$ cat src/design/kst_pkg.sv
// Shared codes, key state encodings and the result struct of the key state tracker.
package kst_pkg;

    // Two-bit key states held in the table.
    localparam logic [1:0] KS_NONE     = 2'd0;
    localparam logic [1:0] KS_UP       = 2'd1;
    localparam logic [1:0] KS_DOWN     = 2'd2;
    localparam logic [1:0] KS_RELEASED = 2'd3;

    // Commands.
    localparam logic [1:0] CMD_EVENT = 2'd0;
    localparam logic [1:0] CMD_SWEEP = 2'd1;
    localparam logic [1:0] CMD_QUERY = 2'd2;

    // Renumbered message kinds.
    localparam logic [3:0] EK_KEYDOWN = 4'd0;
    localparam logic [3:0] EK_KEYUP   = 4'd1;
    localparam logic [3:0] EK_LDOWN   = 4'd2;
    localparam logic [3:0] EK_LUP     = 4'd3;
    localparam logic [3:0] EK_LDBL    = 4'd4;
    localparam logic [3:0] EK_RDOWN   = 4'd5;
    localparam logic [3:0] EK_RUP     = 4'd6;
    localparam logic [3:0] EK_RDBL    = 4'd7;
    localparam logic [3:0] EK_MDOWN   = 4'd8;
    localparam logic [3:0] EK_MUP     = 4'd9;
    localparam logic [3:0] EK_MDBL    = 4'd10;
    localparam logic [3:0] EK_XDOWN   = 4'd11;
    localparam logic [3:0] EK_XUP     = 4'd12;
    localparam logic [3:0] EK_XDBL    = 4'd13;

    // Bind modes.
    localparam logic [1:0] BM_HOLD   = 2'd0;
    localparam logic [1:0] BM_TOGGLE = 2'd1;

    // Fixed table indices of the mouse buttons.
    localparam logic [2:0] IDX_LEFT    = 3'd1;
    localparam logic [2:0] IDX_RIGHT   = 3'd2;
    localparam logic [2:0] IDX_MIDDLE  = 3'd4;
    localparam logic [2:0] IDX_XFIRST  = 3'd5;
    localparam logic [2:0] IDX_XSECOND = 3'd6;

    // X button selector value that picks the first button.
    localparam logic [15:0] XSEL_FIRST = 16'd1;

    typedef struct packed {
        logic valid;
        logic handled;
        logic bind_enable;
    } t_result;

endpackage

$ cat src/design/kst_mem.sv
// Key state table: one write port and one read port with registered read data.
module kst_mem #(
    parameter int DEPTH = 256,
    parameter int AW    = 8
) (
    input  logic          i_clk,
    input  logic          i_we,
    input  logic [AW-1:0] i_waddr,
    input  logic [1:0]    i_wdata,
    input  logic          i_re,
    input  logic [AW-1:0] i_raddr,
    output logic [1:0]    o_rdata
);

    logic [1:0] r_mem [DEPTH];
    logic [1:0] r_rdata;

    always_ff @(posedge i_clk) begin
        if (i_we) begin
            r_mem[i_waddr] <= i_wdata;
        end
    end

    always_ff @(posedge i_clk) begin
        if (i_re) begin
            r_rdata <= r_mem[i_raddr];
        end
    end

    assign o_rdata = r_rdata;

endmodule

$ cat src/design/kst_seq.sv
// Sequencer: clearing pass, event read-modify-write, frame sweep and bind query.
module kst_seq #(
    parameter int NUM_KEYS = 256,
    parameter int AW       = 8
) (
    input  logic            i_clk,
    input  logic            i_rst_n,
    input  logic            i_valid,
    output logic            o_busy,
    input  logic [1:0]      i_command,
    input  logic [3:0]      i_event_kind,
    input  logic [15:0]     i_key_code,
    input  logic [7:0]      i_bind_key,
    input  logic [1:0]      i_bind_mode,
    input  logic            i_bind_enable_in,
    input  logic            i_out_free,
    output kst_pkg::t_result o_res,
    output logic            o_we,
    output logic [AW-1:0]   o_waddr,
    output logic [1:0]      o_wdata,
    output logic            o_re,
    output logic [AW-1:0]   o_raddr,
    input  logic [1:0]      i_rdata
);

    import kst_pkg::*;

    localparam int CW = AW + 1;
    localparam logic [CW-1:0] CNT_LAST = CW'(NUM_KEYS - 1);
    localparam logic [CW-1:0] CNT_FULL = CW'(NUM_KEYS);
    localparam logic [16:0]   CODE_LIM = 17'(NUM_KEYS);
    localparam logic [8:0]    BKEY_LIM = 9'(NUM_KEYS);

    localparam logic [2:0] S_INIT  = 3'd0;
    localparam logic [2:0] S_IDLE  = 3'd1;
    localparam logic [2:0] S_EVT   = 3'd2;
    localparam logic [2:0] S_QRY   = 3'd3;
    localparam logic [2:0] S_SWEEP = 3'd4;
    localparam logic [2:0] S_DONE  = 3'd5;

    logic [2:0]    r_state, n_state;
    logic [CW-1:0] r_cnt, n_cnt;
    logic          r_pend, n_pend;
    logic [AW-1:0] r_paddr, n_paddr;
    logic [AW-1:0] r_addr, n_addr;
    logic          r_is_up, n_is_up;
    logic [1:0]    r_mode, n_mode;
    logic          r_en_in, n_en_in;
    logic          r_handled, n_handled;
    logic          r_en_out, n_en_out;

    logic          ev_ok;
    logic          ev_up;
    logic          ev_handled;
    logic [AW-1:0] ev_idx;
    logic          code_ok;
    logic          bkey_ok;
    logic          sweep_rd;

    assign code_ok = {1'b0, i_key_code} < CODE_LIM;
    assign bkey_ok = {1'b0, i_bind_key} < BKEY_LIM;

    // Map a message kind to a table index and a down/up action.
    always_comb begin
        ev_ok      = 1'b1;
        ev_up      = 1'b0;
        ev_handled = 1'b1;
        ev_idx     = i_key_code[AW-1:0];
        case (i_event_kind)
            EK_KEYDOWN: begin
                ev_ok = code_ok;
            end
            EK_KEYUP: begin
                ev_ok = code_ok;
                ev_up = 1'b1;
            end
            EK_LDOWN, EK_LDBL: begin
                ev_idx = AW'(IDX_LEFT);
            end
            EK_LUP: begin
                ev_idx = AW'(IDX_LEFT);
                ev_up  = 1'b1;
            end
            EK_RDOWN, EK_RDBL: begin
                ev_idx = AW'(IDX_RIGHT);
            end
            EK_RUP: begin
                ev_idx = AW'(IDX_RIGHT);
                ev_up  = 1'b1;
            end
            EK_MDOWN, EK_MDBL: begin
                ev_idx = AW'(IDX_MIDDLE);
            end
            EK_MUP: begin
                ev_idx = AW'(IDX_MIDDLE);
                ev_up  = 1'b1;
            end
            EK_XDOWN, EK_XUP, EK_XDBL: begin
                ev_idx = (i_key_code == XSEL_FIRST) ? AW'(IDX_XFIRST) : AW'(IDX_XSECOND);
                ev_up  = (i_event_kind == EK_XUP);
            end
            default: begin
                ev_ok      = 1'b0;
                ev_handled = 1'b0;
            end
        endcase
    end

    assign sweep_rd = (r_cnt != CNT_FULL);

    always_comb begin
        n_state   = r_state;
        n_cnt     = r_cnt;
        n_pend    = 1'b0;
        n_paddr   = r_paddr;
        n_addr    = r_addr;
        n_is_up   = r_is_up;
        n_mode    = r_mode;
        n_en_in   = r_en_in;
        n_handled = r_handled;
        n_en_out  = r_en_out;
        o_re      = 1'b0;
        o_raddr   = r_cnt[AW-1:0];
        o_we      = 1'b0;
        o_waddr   = r_addr;
        o_wdata   = KS_NONE;
        o_res     = '0;
        case (r_state)
            S_INIT: begin
                o_we    = 1'b1;
                o_waddr = r_cnt[AW-1:0];
                o_wdata = KS_NONE;
                n_cnt   = r_cnt + CW'(1);
                if (r_cnt == CNT_LAST) begin
                    n_cnt   = '0;
                    n_state = S_IDLE;
                end
            end
            S_IDLE: begin
                if (i_valid) begin
                    n_handled = 1'b0;
                    n_en_out  = 1'b0;
                    n_is_up   = ev_up;
                    n_mode    = i_bind_mode;
                    n_en_in   = i_bind_enable_in;
                    n_state   = S_DONE;
                    case (i_command)
                        CMD_EVENT: begin
                            n_handled = ev_handled;
                            if (ev_ok) begin
                                o_re    = 1'b1;
                                o_raddr = ev_idx;
                                n_addr  = ev_idx;
                                n_state = S_EVT;
                            end
                        end
                        CMD_SWEEP: begin
                            n_cnt   = '0;
                            n_state = S_SWEEP;
                        end
                        CMD_QUERY: begin
                            if (i_bind_key != 8'd0) begin
                                if (bkey_ok) begin
                                    o_re    = 1'b1;
                                    o_raddr = i_bind_key[AW-1:0];
                                    n_state = S_QRY;
                                end else begin
                                    // A key outside the table reads as state none.
                                    n_en_out = (i_bind_mode == BM_HOLD) ? 1'b0
                                                                        : i_bind_enable_in;
                                end
                            end
                        end
                        default: begin
                            n_state = S_DONE;
                        end
                    endcase
                end
            end
            S_EVT: begin
                o_we    = 1'b1;
                o_waddr = r_addr;
                if (r_is_up) begin
                    o_wdata = (i_rdata == KS_DOWN) ? KS_RELEASED : KS_UP;
                end else begin
                    o_wdata = KS_DOWN;
                end
                n_state = S_DONE;
            end
            S_QRY: begin
                if (r_mode == BM_HOLD) begin
                    n_en_out = (i_rdata == KS_DOWN);
                end else if (r_mode == BM_TOGGLE && i_rdata == KS_RELEASED) begin
                    n_en_out = ~r_en_in;
                end else begin
                    n_en_out = r_en_in;
                end
                n_state = S_DONE;
            end
            S_SWEEP: begin
                // Read entry i while entry i-1 is written back, so no entry is
                // read and written in the same cycle.
                o_re    = sweep_rd;
                o_raddr = r_cnt[AW-1:0];
                n_pend  = sweep_rd;
                n_paddr = r_cnt[AW-1:0];
                if (sweep_rd) begin
                    n_cnt = r_cnt + CW'(1);
                end
                o_we    = r_pend && (i_rdata == KS_RELEASED);
                o_waddr = r_paddr;
                o_wdata = KS_UP;
                if (!sweep_rd && !r_pend) begin
                    n_state = S_DONE;
                end
            end
            S_DONE: begin
                o_res.valid       = i_out_free;
                o_res.handled     = r_handled;
                o_res.bind_enable = r_en_out;
                if (i_out_free) begin
                    n_state = S_IDLE;
                end
            end
            default: begin
                n_state = S_IDLE;
            end
        endcase
    end

    always_ff @(posedge i_clk) begin
        if (!i_rst_n) begin
            r_state <= S_INIT;
            r_cnt   <= '0;
            r_pend  <= 1'b0;
        end else begin
            r_state <= n_state;
            r_cnt   <= n_cnt;
            r_pend  <= n_pend;
        end
    end

    always_ff @(posedge i_clk) begin
        r_paddr   <= n_paddr;
        r_addr    <= n_addr;
        r_is_up   <= n_is_up;
        r_mode    <= n_mode;
        r_en_in   <= n_en_in;
        r_handled <= n_handled;
        r_en_out  <= n_en_out;
    end

    assign o_busy = (r_state != S_IDLE);

endmodule

$ cat src/design/key_state_tracker_with_binds.sv
// Top level of the key state tracker: table, sequencer and output register.
//
//   channel | valid   | stall   | payload
//   --------+---------+---------+-----------------------------------------------
//   in      | i_valid | o_stall | i_command, i_event_kind, i_key_code,
//           |         |         | i_bind_key, i_bind_mode, i_bind_enable_in
//   out     | o_valid | i_stall | o_handled, o_bind_enable_out
//
// An event or a query that reads the table passes a write-back or compute state and
// then the hand-off state before o_valid; one that touches no entry goes straight to
// the hand-off state. A frame sweep walks the table one entry per cycle. After reset
// a clearing pass writes every entry to none, with o_stall high. A held result waits
// in the output register; the next item is accepted once the sequencer is idle again.
module key_state_tracker_with_binds #(
    parameter int NUM_KEYS = 256
) (
    input  logic        i_clk,
    input  logic        i_rst_n,
    input  logic        i_valid,
    output logic        o_stall,
    input  logic [1:0]  i_command,
    input  logic [3:0]  i_event_kind,
    input  logic [15:0] i_key_code,
    input  logic [7:0]  i_bind_key,
    input  logic [1:0]  i_bind_mode,
    input  logic        i_bind_enable_in,
    output logic        o_valid,
    input  logic        i_stall,
    output logic        o_handled,
    output logic        o_bind_enable_out
);

    import kst_pkg::*;

    localparam int AW = $clog2(NUM_KEYS);

    logic          busy;
    logic          out_free;
    t_result       res;
    logic          mem_we;
    logic [AW-1:0] mem_waddr;
    logic [1:0]    mem_wdata;
    logic          mem_re;
    logic [AW-1:0] mem_raddr;
    logic [1:0]    mem_rdata;

    logic r_o_valid;
    logic r_o_handled;
    logic r_o_en;

    assign out_free = !r_o_valid || !i_stall;

    kst_seq #(
        .NUM_KEYS (NUM_KEYS),
        .AW       (AW)
    ) u_seq (
        .i_clk            (i_clk),
        .i_rst_n          (i_rst_n),
        .i_valid          (i_valid),
        .o_busy           (busy),
        .i_command        (i_command),
        .i_event_kind     (i_event_kind),
        .i_key_code       (i_key_code),
        .i_bind_key       (i_bind_key),
        .i_bind_mode      (i_bind_mode),
        .i_bind_enable_in (i_bind_enable_in),
        .i_out_free       (out_free),
        .o_res            (res),
        .o_we             (mem_we),
        .o_waddr          (mem_waddr),
        .o_wdata          (mem_wdata),
        .o_re             (mem_re),
        .o_raddr          (mem_raddr),
        .i_rdata          (mem_rdata)
    );

    kst_mem #(
        .DEPTH (NUM_KEYS),
        .AW    (AW)
    ) u_mem (
        .i_clk   (i_clk),
        .i_we    (mem_we),
        .i_waddr (mem_waddr),
        .i_wdata (mem_wdata),
        .i_re    (mem_re),
        .i_raddr (mem_raddr),
        .o_rdata (mem_rdata)
    );

    always_ff @(posedge i_clk) begin
        if (!i_rst_n) begin
            r_o_valid <= 1'b0;
        end else if (res.valid) begin
            r_o_valid <= 1'b1;
        end else if (!i_stall) begin
            r_o_valid <= 1'b0;
        end
    end

    always_ff @(posedge i_clk) begin
        if (res.valid) begin
            r_o_handled <= res.handled;
            r_o_en      <= res.bind_enable;
        end
    end

    assign o_stall           = busy;
    assign o_valid           = r_o_valid;
    assign o_handled         = r_o_handled;
    assign o_bind_enable_out = r_o_en;

`ifndef SYNTHESIS
    // An accepted item makes the sequencer busy, which raises o_stall.
    a_one_item_at_a_time: assert property (@(posedge i_clk) disable iff (!i_rst_n)
        (i_valid && !o_stall) |=> o_stall)
        else $error("second item accepted right after the first");

    // A result from the sequencer always lands in the output register.
    a_result_lands: assert property (@(posedge i_clk) disable iff (!i_rst_n)
        res.valid |=> r_o_valid)
        else $error("result lost on the way to the output register");

    // A result is either an event answer or a query answer, never both.
    a_result_kind: assert property (@(posedge i_clk) disable iff (!i_rst_n)
        o_valid |-> !(o_handled && o_bind_enable_out))
        else $error("handled and bind enable both set");

    // The sequencer never hands over a result while it is idle.
    a_result_from_busy: assert property (@(posedge i_clk) disable iff (!i_rst_n)
        res.valid |-> o_stall)
        else $error("result produced while idle");
`endif

endmodule
$ cat config.mk
export PLATFORM = sky130hd
export DESIGN_NAME = key_state_tracker_with_binds
export DESIGN_NICKNAME = d
export VERILOG_FILES = /design/src/design/kst_pkg.sv /design/src/design/kst_mem.sv /design/src/design/kst_seq.sv /design/src/design/key_state_tracker_with_binds.sv
export SDC_FILE = /design/constraint.sdc
export NUM_CORES = 1
export LEC_CHECK = 0
export BUFFER_PORTS_ARGS = -buffer_cell sky130_fd_sc_hd__buf_2
export CAP_MARGIN = 20
export CORE_UTILIZATION = 45
export CTS_CLUSTER_SIZE = 10
export DETAILED_ROUTE_END_ITERATION = 12
export RECOVER_POWER = 100
export SYNTH_ARGS = -nofsm -noshare
export SYNTH_HDL_FRONTEND = slang
export SYNTH_SLANG_ARGS = --single-unit
$ cat constraint.sdc
create_clock -name i_clk -period 9 [get_ports i_clk]
set_clock_uncertainty 0.1 [all_clocks]
set_input_delay 1.8 -clock i_clk [delete_from_list [all_inputs] [get_ports i_clk]]
set_output_delay 1.8 -clock i_clk [all_outputs]
set_load 0.01 [all_outputs]
## After elaboration in Yosys (flattened, before gate mapping)

Memory sizes are Yosys's and may differ from the RTL's. A register that Yosys moved wholly into a read port is not among the register bits.
Index checks and enable logic that the tools add are counted.
Widths: inputs -> output; s select.

- Add/subtract/negate cells: 1
- Order comparisons: 1
- Eq/ne operators: 34
- Mux-type cells: 42
- Bitwise operators: 1
- Reductions and logical operators: 31

Operators with widths:

| kind | number |
|---|---|
| $mux 9 | 4 |
| $mux 8 | 4 |
| $pmux 8 s2 | 2 |
| $pmux 8 s4 | 1 |
| $pmux 9 s3 | 1 |
| $eq 4x4->1 const B | 6 |
| $mux 3 | 7 |
| $eq 16x1->1 const B | 1 |
| $eq 4x3->1 const B | 4 |
| $lt 16x9->1 const B | 1 |
| $pmux 3 s5 | 1 |
| $reduce_or 14->1 | 1 |
| $pmux 1 s2 | 6 |
| $reduce_and 4->1 | 3 |
| $reduce_or 12->1 | 1 |
| $reduce_or 3->1 | 4 |
| $mux 1 | 11 |
| $ne 2x1->1 const B | 5 |
| $add 9x1->9 const B | 1 |
| $eq 9x8->1 const B | 1 |
| $ne 9x9->1 const B | 1 |
| $pmux 3 s3 | 1 |
| $eq 4x2->1 const B | 2 |
| $reduce_bool 8->1 | 1 |
| other kinds (22) | 40 |

- Register bits: 38
- Memory bits (writable): 512
- Input bits: 37
- Output and inout bits: 4
- Logic and storage cells: 124
- Memories: 1

Memory list:

| name | words | bits a word | rd ports | clocked after Yosys merged registers in | wr ports | line | RTL |
|---|---|---|---|---|---|---|---|
| u_mem.r_mem | 256 | 2 | 1 | 1 | 1 | kst_mem.sv:15 | `logic [1:0] r_mem [DEPTH];` |

## Logic depth before layout (Yosys ltp)

- Word-level depth: 7
- Gate-level depth with buffers: 16

## Hierarchy

A second synthesis with hierarchy kept.

- Cells, all modules: 1488
- Area, all modules: 23737.8 sq um

By module, submodules not included:

| module | times used | cells an instance | area an instance (sq um) | sequential area each (sq um) |
|---|---|---|---|---|
| kst_mem | 1 | 1242 | 21401.8 | 15434.8 |
| kst_seq | 1 | 240 | 2240.9 | 920.9 |
| key_state_tracker_with_binds | 1 | 6 | 95.1 | 80.1 |

## Worst setup path before layout

Ideal clock, no wire load.

- Path type: register to register
- From: reg u_seq.r_state[2]
- To: mem u_mem.r_mem[0][0] (data pin)
- Setup time: 1389 ps
- Arrival: 6844 ps
- Path slack: 668 ps
- Cell stages (with the launch flop): 6
- Buffers on the path: 2
- Cell sequence: dfxtp_1 -> buf_2 -> buf_1 -> nor2b_1 -> a21oi_1 -> nor2_1

- Cells in the longest elaborated chain, start to end: 2

Ends and longest elaborated chain:

| item | line | RTL |
|---|---|---|
| from (decl) | kst_seq.sv:41 | `logic [2:0] r_state, n_state;` |
| from (signal assigned) | kst_seq.sv:237 | `r_state <= n_state;` |
| $eq 3x3->1 or $eq 3x2->1 (tied branches) | kst_seq.sv:128 | `case (r_state)` |
| $pmux 2 s2 * | kst_seq.sv:128 |  |
| net mem_wdata[0] | key_state_tracker_with_binds.sv:42 | `logic [1:0] mem_wdata;` |
| to (decl) | kst_mem.sv:15 |  |

The timed path passes the listed nets; every way through them passes the cells marked *.

## Worst setup path in the final report

- From: in i_bind_key[5]
- To: reg u_mem.r_rdata[1], in the netlist u_mem.o_rdata[1], read port of u_mem.r_mem (data pin)

- Cells in the longest elaborated chain, start to end: 5

Ends and longest elaborated chain:

| item | line | RTL |
|---|---|---|
| from (decl) | key_state_tracker_with_binds.sv:24 | `input logic [7:0] i_bind_key,` |
| $reduce_bool 8->1 | kst_seq.sv:162 | `if (i_bind_key != 8'd0) begin` |
| $mux 1 or $mux 8 (tied branches) | kst_seq.sv:162 |  |
| $pmux 1 s2 or $pmux 8 s2 (tied branches) | kst_seq.sv:147 | `case (i_command)` |
| $mux 1 or $mux 8 (tied branches) | kst_seq.sv:140 | `if (i_valid) begin` |
| $pmux 1 s2 or $mux 8 (tied branches) | kst_seq.sv:128 |  |
| to (decl) | kst_mem.sv:16 | `logic [1:0] r_rdata;` |

Parallel ways exist; a longest one is shown, timed or not.
A chain may end at the register's enable or synchronous reset.

==> metrics <==
Worst slew margin=-2.364; DR WL/cell=24.21 um; clk sinks=552; XOR/XNOR Fraction of Synth Area=0.001470; Netlist cell types=75; unrepaired setup endpoints after global routing=no; post-route DRC violation count=0; WP depth=13; Via-to-Cell Ratio=5.979; CTS max path bufs=3; end of the worst register-to-register path=u_mem.r_mem[49][1]; antenna cell count=0; initial antenna violation count=0; first-pass GRT wire length=96,170 um; post-synthesis mux area share=0.04789; cells along the critical path=buf_2 -> or4_4 -> o211ai_1 -> a21boi_0 -> a221oi_4 -> buf_12 -> nand3_1 -> a21oi_1 -> nor4_1 -> a21oi_1 -> or4_1 -> nor3_1 -> nor4_1; GRT Residual Overflow=0; R2R setup slack=2.25 ns; post-synthesis average cell area=12.30 sq um; Compound-Gate Fraction of Synth Area=0.07861; Resized cells post-CTS=0; final core area utilization=0.5073; Crit Path Category=in2reg; CP Max Fanout=109; worst hold path type=reg2reg; Max-Cap Viols=5; number of synthesized flops with an enable pin=538; Simple-Gate Fraction of Synth Area=0.1515; ANT nets after route=0; kind of end point of the critical path=flop; share of the synthesized area in the top cell type=0.6780; Pwr Total=5.510 mW; CP required=9.22 ns; violated checks=max-capacitance violations, max-slew violations; layout cells sized above 1=0.07143; TritonCTS clock tree=done; Top-Level Pins=41; status=finished, violations left; die area=53,880 sq um; Post-Syn Area=23,830 sq um; r2r startpoint=u_seq.r_state[2]; drt first-iter violations=2,028; main area contributors after synthesis=edfxtp_1 68%, nand2_1 5.5%, nor2_1 4.9%; total power per unit cell area=209.6 nW/um^2; clk slew on worst S/H paths=0.05 ns; fin nets=1,993; crit path launch=i_bind_key[5]; Placed Area=24,570 sq um; list of most frequent post-synthesis cells=538 x edfxtp_1, 347 x nand2_1, 308 x nor2_1, 125 x a21oi_1, 114 x mux2i_1; row cnt=83; placed cell count=2,563; Slew Viols, Final=529; Post-CTS Setup Inserts=0; DR vias=15.87k; area grow syn2layout=10.32%; Slowest-stage cell, CP=a21boi_0; Die Height=232.1 um; Total GRT Usage=0.2411; RD Place Congestion=0.8767; setup violators final=0; crit start category=input port; Critical path buffers and inverters=2; cell family with most CP delay=simple AND/OR/NAND/NOR gates; Max Fclk=0.1449 GHz; Synth Area in Adders=0.002100; post-synth top area cell=edfxtp_1; cell count of the worst reg-to-reg path=3; sum of negative setup slack=0 ns; dpl ws=2.620 ns; FFs w/ async S/R, synth=0; Static Leakage=8.178 nW; Min Hold Slack=0.4376 ns; Final Cycle Share=0.7668; yosys warns=0; largest net degree at the start of global routing=257; synthesis-stage register bit count=552; CTS Buf Count=66; die width=232.1 um; CTS root buf=clkbuf_16; WL final=64,250 um; register area share after synthesis=0.6898; largest family of logic cells by synthesized area=simple AND/OR/NAND/NOR gates; DR pass1 iterations=6; hold_buf cts=0; initial core utilization=0.4598; number of global-route vias before repair=15.46k; design area=26,290 sq um; WP data arrival=7.12 ns; core box area=51,820 sq um; IO buf count=40; fin crit period=6.902 ns; final worst slack=2.098 ns; detailed placer's ending HPWL=38,190 um; Peak VDD IR=0.1472 mV; Worst Setup EP=u_mem.o_rdata[1]; top_reg_cell synth=edfxtp_1; post-route insts no fill=2,654; CTS H-Tree Depth=3; Mapped Nets=1,979; Mapped Cells=1,938; slew at the pin closest to its max-slew limit=5.046 ns; worst stage delay on the critical path=1.22 ns; insertion delay of the later-clocked pin in the worst-skew pair=0.60 ns; most frequent cell after synthesis=edfxtp_1; Final Hold Fails=0
[flip-flops by register name (all words and copies together), names as in the netlist, 2 cells and up]
name and count:
u_seq.r_addr 8, u_seq.r_mode 2, u_seq.r_state 3, u_mem.r_mem 512, u_mem.o_rdata 2, u_seq.r_paddr 8
u_seq.r_cnt 9
[how the worst min path moves through the flow]
stage | startpoint | cells past startpoint | endpoint | slack, ns
floorplan | u_seq.r_cnt[3] | 0 | u_seq.r_paddr[3] | 0.31
global placement | o_valid | 2 | o_valid | 0.41
detailed placement | o_valid | 2 | o_valid | 0.42
CTS | o_valid | 2 | o_valid | 0.43
global route | u_seq.r_en_out | 1 | o_bind_enable_out | 0.47
finish | o_valid | 2 | o_valid | 0.44
[cell type report]
cell class,count,area [sq um]
clock buffer,85,1797
timing repair buffer,65,391.6
inverter,18,67.56
multi-input combinational,1249,6688
clock inverter,5,56.30
tap,680,850.8
sequential,552,16440
fill,4467,25530
[layout by cell type, fill, tap and decap left out, types with 17 or more instances in the layout]
cell type	n
nor4_1	29
clkbuf_1	32
nor2_1	307
clkbuf_16	69
a21oi_1	125
o21ai_0	18
mux2i_1	114
edfxtp_1	538
and3_1	25
buf_2	32
o22ai_1	49
nand2_1	347
inv_1	17
nand3_1	60
[logic make-up (layout without fill, tap and decap cells)]
family	count (synthesis)	after routing
and+or+nand+nor	837	837
muxes	114	114
AOI/OAI and AO/OA	290	290
xor gates and xnor gates	4	4
buffers and inverters	137	173
adders and majority gates	4	4
DFF	552	552
[layer usage]
metal	wire length [um]	global-route usage	up-vias
met3	5033	0.04175	111
met4	1602	0.07607	0
li1	-	-	7111
met5	0	0	-
met2	29430	0.3629	687
met1	28190	0.3549	7958
[worst register-to-register path, stage by stage, from the launching register on]
cell,delay (ns)
dfxtp_1,0.57
nor2b_1,0.31
and3b_1,1.55
clkbuf_1,3.27
[power by group]
group          internal (mW)  switching, mW
logic                  0.106          0.235
clock network           1.41          0.972
registers               2.78        0.00406
total                   4.30           1.21
Power figures use the tool's default switching activity.
